File: src/design/sliding_median_threshold_alert_defines.svh
// Assertion macros for the sliding median threshold alert block.
// Used by the top level only; no other dependencies.
`ifndef SLIDING_MEDIAN_THRESHOLD_ALERT_DEFINES_SVH
`define SLIDING_MEDIAN_THRESHOLD_ALERT_DEFINES_SVH

`ifndef NO_ASSERTIONS
// Same-cycle implication, disabled while reset is held.
`define SMTA_ASSERT_NOW(label, clk, rst_n, ante, cons) \
    label: assert property (@(posedge clk) disable iff (!rst_n) (ante) |-> (cons)) \
        else $error("assertion failed");
// Next-cycle implication, disabled while reset is held.
`define SMTA_ASSERT_NEXT(label, clk, rst_n, ante, cons) \
    label: assert property (@(posedge clk) disable iff (!rst_n) (ante) |=> (cons)) \
        else $error("assertion failed");
`else
`define SMTA_ASSERT_NOW(label, clk, rst_n, ante, cons)
`define SMTA_ASSERT_NEXT(label, clk, rst_n, ante, cons)
`endif

`endif

File: src/design/smta_pkg.sv
// Shared types and constants for the sliding median threshold alert block.
// No dependencies.
package smta_pkg;

    localparam int SAMPLE_W     = 32;
    localparam int CFG_W        = 9;
    localparam int DM_W         = 33;
    localparam int COUNT_W      = 32;
    localparam int IN_TDATA_W   = 32;
    localparam int OUT_TDATA_W  = 72;
    localparam int OUT_TUSER_W  = 1;
    localparam logic [CFG_W-1:0] CFG_RESET = CFG_W'(5);

    typedef logic signed [SAMPLE_W-1:0] t_sample;
    typedef logic signed [DM_W-1:0]     t_dmedian;

    // Values broadcast to every cell of the sorted chain.
    typedef struct packed {
        t_sample sample;   // value that enters the window
        t_sample old;      // value that leaves the window
        logic    del_en;   // window full: a value leaves this step
    } t_cell_bcast;

    // Link from a cell to its left neighbor.
    typedef struct packed {
        t_sample val;      // stored value
        logic    gt_old;   // stored value lies past the removed copy
    } t_link_left;

    // Link from a cell to its right neighbor.
    typedef struct packed {
        t_sample u;        // value held here once the leaving copy is gone
        logic    b;        // that value sorts after the entering sample
    } t_link_right;

    typedef enum logic {
        ST_IDLE,
        ST_UPDATE
    } t_state;

endpackage

File: src/design/smta_cell.sv
// One cell of the sorted window chain: holds one value, removes and inserts.
// Depends on smta_pkg.
module smta_cell
    import smta_pkg::*;
(
    input  logic        i_clk,
    input  logic        i_upd,       // apply this step's remove and insert
    input  t_cell_bcast i_bcast,
    input  logic        i_in_cnt,    // this position holds a value after removal
    input  t_link_left  i_from_right,
    input  t_link_right i_from_left,
    output t_link_left  o_to_left,
    output t_link_right o_to_right
);

    t_sample r_val;
    t_sample n_val;
    t_sample u_val;
    logic    b_flag;

    always_comb begin
        // close the gap left by the removed copy
        u_val  = i_from_right.gt_old ? i_from_right.val : r_val;
        b_flag = !i_in_cnt || (u_val > i_bcast.sample);
        // open a gap for the entering sample
        if (b_flag) begin
            n_val = i_from_left.b ? i_from_left.u : i_bcast.sample;
        end else begin
            n_val = u_val;
        end
    end

    always_ff @(posedge i_clk) begin
        if (i_upd) begin
            r_val <= n_val;
        end
    end

    assign o_to_left.val    = r_val;
    assign o_to_left.gt_old = i_bcast.del_en && (r_val > i_bcast.old);
    assign o_to_right.u     = u_val;
    assign o_to_right.b     = b_flag;

endmodule

File: config.mk
export PLATFORM = sky130hd
export DESIGN_NAME = smta_cell
export DESIGN_NICKNAME = d
export VERILOG_FILES = /design/src/design/sliding_median_threshold_alert_defines.svh /design/src/design/smta_pkg.sv /design/src/design/smta_cell.sv
export SDC_FILE = /design/constraint.sdc
export NUM_CORES = 1
export LEC_CHECK = 0
export BUFFER_PORTS_ARGS = -buffer_cell sky130_fd_sc_hd__buf_2
export CAP_MARGIN = 20
export CORE_ASPECT_RATIO = 1.2
export CORE_MARGIN = 2
export CORE_UTILIZATION = 45
export CTS_CLUSTER_DIAMETER = 120
export DETAILED_ROUTE_END_ITERATION = 7
export GPL_ROUTABILITY_DRIVEN = 0
export HOLD_SLACK_MARGIN = 0.06
export PLACE_DENSITY_LB_ADDON = 0.2
export SKIP_LAST_GASP = 1
export SLEW_MARGIN = 20
export SYNTH_ARGS = -nofsm -noshare
export SYNTH_HDL_FRONTEND = slang
export SYNTH_SLANG_ARGS = --single-unit
File: constraint.sdc
create_clock -name i_clk -period 4.9 [get_ports i_clk]
set_input_delay 0.49 -clock i_clk [delete_from_list [all_inputs] [get_ports i_clk]]
set_output_delay 0.49 -clock i_clk [all_outputs]
set_load 0.01 [all_outputs]
=== Yosys cells after proc, flatten, opt, wreduce, memory -nomap -nowiden ===
Index checks and enable logic that the tools add are counted.

* Add/sub/neg operators: 0
* Multipliers: 0
* Div/mod/pow operators: 0
* $lt $le $gt $ge: 2
* Equality and inequality tests: 0
* Shift operators: 0
* Multiplexer cells: 3
* Bitwise gates (word level): 0
* Reduce and logical (&&, ||, !) cells: 3

{| class="wikitable"
|+ Operator list
! kind !! number
|-
| 32-bit two-way mux || 3
|-
| 32-bit greater-than comparator || 2
|-
| 1-bit logical AND || 1
|-
| 1-bit logical NOT || 1
|-
| 1-bit logical OR || 1
|}

* Bits in registers: 32
* Bits in latches: 0
* Memory bits (writable): 0
* Memory bits (read-only): 0
* Bits of input ports: 134
* Output and inout bits: 66
* Logic and storage cells: 9
* Memories kept: 0

=== Logic depth before layout (Yosys ltp) ===
* Depth in word-level cells: 4
* Gate-level depth with buffers: 12

=== Least setup slack after synthesis ===
No wires, ideal clock.

* Path kind: input -> output
* From: input i_from_right[0] in the netlist's numbering
* To: output o_to_right[0] in the netlist's numbering
* Data arrival time: 2,834 ps
* Data required time: 4,410 ps
* Path slack: 1,576 ps
* Stages on the path: 12
* Cells stage by stage: buf_6 buf_4 mux2_2 ha_1 a21oi_1 nand2_1 a221oi_1 o211ai_1 a31oi_1 o211ai_2 buf_6 buf_4

{| class="wikitable"
|+ RTL lines
! item !! RTL line !! source
|-
| start, declared || smta_cell.sv:10 || <nowiki>input t_link_left i_from_right,</nowiki>
|-
| end, declared || smta_cell.sv:13 || <nowiki>output t_link_right o_to_right</nowiki>
|}

==> results.py <==
metrics = {
    "routing": {
        "routed_wl_um": 10300,
        "drt_iter0_drc": 116,
        "routedWlPerCell_um": 14.4,
        "drc_errors": 0,
        "drt-vias-per-instance": 5.04,
        "dr_total_vias": 3625,
        "first_pass_iters": 4,
        "antenna_left": 0,
    },
    "worst_setup_path": {
        "critPathLaunchType": "primary input",
        "endpoint_kind": "output pin",
        "arrival_ps": 3530,
        "crit_fanout": 21,
        "crit_type": "in2out",
        "path_common_cell": "buf_2",
        "critPathRequiredTime_ps": 4410,
        "crit_chain": "buf_2, buf_4, mux2_2, ha_1, nor2b_1, o211ai_1, a21oi_1, o311a_1, o2111ai_1, o211ai_4, buf_2",
        "cp_slowest_cell": "mux2_2",
        "cpPeakStageDelay_ps": 390,
    },
    "finish": {
        "nets": 799,
        "largest_reg_flops": 32,
        "top_regs": "r_val x32",
        "syn2layout_area_growth_pct": 30.1,
        "diodes": 0,
        "regMostFlops": "r_val",
        "drive_above_1_share_pct": 46.0,
        "design_area_um2": 5030,
    },
    "clock_network": {
        "cts-resized-gates": 0,
        "root_buffer": "clkbuf_8",
        "numCtsBuffers": 5,
        "cts_tree": "built",
        "clkSlewWorstSetupHoldPaths_ps": 70,
        "clkSinkCount": 32,
        "postCtsSetupBuffers": 0,
        "h-tree-depth": 2,
        "clock_path_buffers": 2,
        "holdBufCountCts": 0,
        "insertion_delay_ps": 280,
    },
    "floorplan": {
        "dieArea_um2": 9360,
        "die_h_um": 106,
        "boundaryPins": 200,
        "core_area_um2": 8470,
        "rows": 37,
        "start_util_pct": 45.7,
        "die-width_um": 88.7,
    },
    "sta": {
        "rsz0062_at_grt": "false",
        "setup-violations-final": 0,
        "tightest_slew_ps": 955,
        "holdWs_ps": 584,
        "hold_viol_final": 0,
        "layout_setup_ws_ps": 877,
        "max_slew_margin_pct": 36.0,
        "min_period_ps": 4020,
        "maxSlewViolCount": 0,
        "clock.fmax_ghz": 0.249,
        "skew_ps": 6.88,
        "setup_tns_ps": 0,
        "period_share_pct": 82.1,
    },
    "global_routing": {
        "gr-total-overflow": 0,
        "grt_pass1_wl_um": 15800,
        "grt_pass1_vias": 3575,
        "grt_start_max_net_pins": 64,
        "track_usage_pct": 21.6,
        "antenna_found_initial": 0,
    },
    "synthesis": {
        "yosysSeqAreaShare_pct": 24.8,
        "synthTopCellsByArea": "edfxtp_1, ha_1, mux2_4",
        "synth.top_cell.area_share_pct": 24.8,
        "ys_ff_latch": 32,
        "syn_avg_cell_area_um2": 9.51,
        "ys_warn_count": 0,
        "synth_ff_type": "edfxtp_1",
        "yosysTopAreaCell": "edfxtp_1",
        "syn-instance-count": 407,
        "post-synth-top-count-cell": "inv_1",
        "synth-edff-count": 32,
        "syn_area_um2": 3870,
        "ys_types": 45,
        "synth_fp_nets": 605,
        "async_flop_share_pct": 0,
        "netlist_top_cells_count": "inv_1, ha_1, nand2_1, o21ai_0, mux2_2",
    },
    "placement": {
        "pre_cts_slack_ps": 637,
        "placed_area_um2": 4930,
        "portBuffers": 199,
        "dp_hpwl_um": 8720,
    },
    "pwr": {
        "power_w": 0.00115,
        "leakage_nw": 2.72,
        "power_density_nw_per_um2": 228,
        "vdd_drop_max_mv": 0.137,
    },
    "job": {
        "maxCapViolations": 0,
    },
    "worst_hold_path": {
        "worst_hold_path_type": "in2reg",
    },
    "status": {
        "outcome": "finished clean",
    },
}
cells in the final DEF, fill, tap and decap left out, types with 4 or more instances in the layout:
cell and n:
a21oi_1 18, edfxtp_1 32, o21ai_0 40, mux2_4 28, nand2_1 43, nand3_1 4, inv_1 66, nor3_1 4
buf_2 199, mux2_2 34, clkbuf_8 5, nor2_1 8, ha_1 64, nand4_1 12
path summary, 6_finish.rpt:
path,slack (ps),startpoint,endpoint,cells after the start
max reg2reg,1180,r_val[31],r_val[31],9
max,880,i_from_right[0],o_to_right[0],11
min reg2reg,780,r_val[7],r_val[7],2
min,580,i_from_left[1],r_val[0],3
kinds of logic after synthesis:
family | count (synthesis) | share of synthesized area, %
AOI/OAI and AO/OA | 84 | 13.2
adders and majority gates | 64 | 20.7
buffers and inverters | 81 | 9.41
DFF | 32 | 24.8
muxes | 65 | 21.5
and+or+nand+nor | 81 | 10.3
power breakdown:
part	total, W	leakage, nW	internal [W]	switching [W]
Sequential	0.000372	0.316	0.000346	0.0000264
Combinational	0.000523	2.35	0.000266	0.000258
Clock	0.000251	0.0532	0.000148	0.000103
layout make-up:
cell class	instances	area [µm²]
clock buffers	5	68.8
clock inverters	3	37.5
fillers	805	3440
inverters	66	248
multi-input cells	294	2550
flip-flops and latches	32	961
well taps	117	146
repair buffers	202	1020
critical path: cells and delay by family:
| family | cells | cell delay [ps] |
|---|---|---|
| compound gates | 5 | 1250 |
| mux | 1 | 390 |
| buf+inv | 3 | 960 |
| fa+ha+maj | 1 | 290 |
| simple gates | 1 | 130 |
through the flow:
stage | utilization (%) | cells
2_1_floorplan | - | 407
3_3_place_gp | 58.2 | 711
3_5_place_dp | 58.2 | 711
4_1_cts | 59.4 | 719
5_1_grt | 59.4 | 719
6_report | 59.4 | 719
per-layer routing:
metal | share of wire (%) | wire [µm] | GRT usage (%) | up-vias
met4 | 1.6 | 165 | 6.06 | 0
li1 | - | - | - | 1856
met2 | 54 | 5560 | 42.3 | 132
met3 | 5.4 | 553 | 3.13 | 11
met1 | 39 | 4040 | 22.8 | 1626
met5 | 0 | 0 | 0 | -
Power figures use the tool's default switching activity.
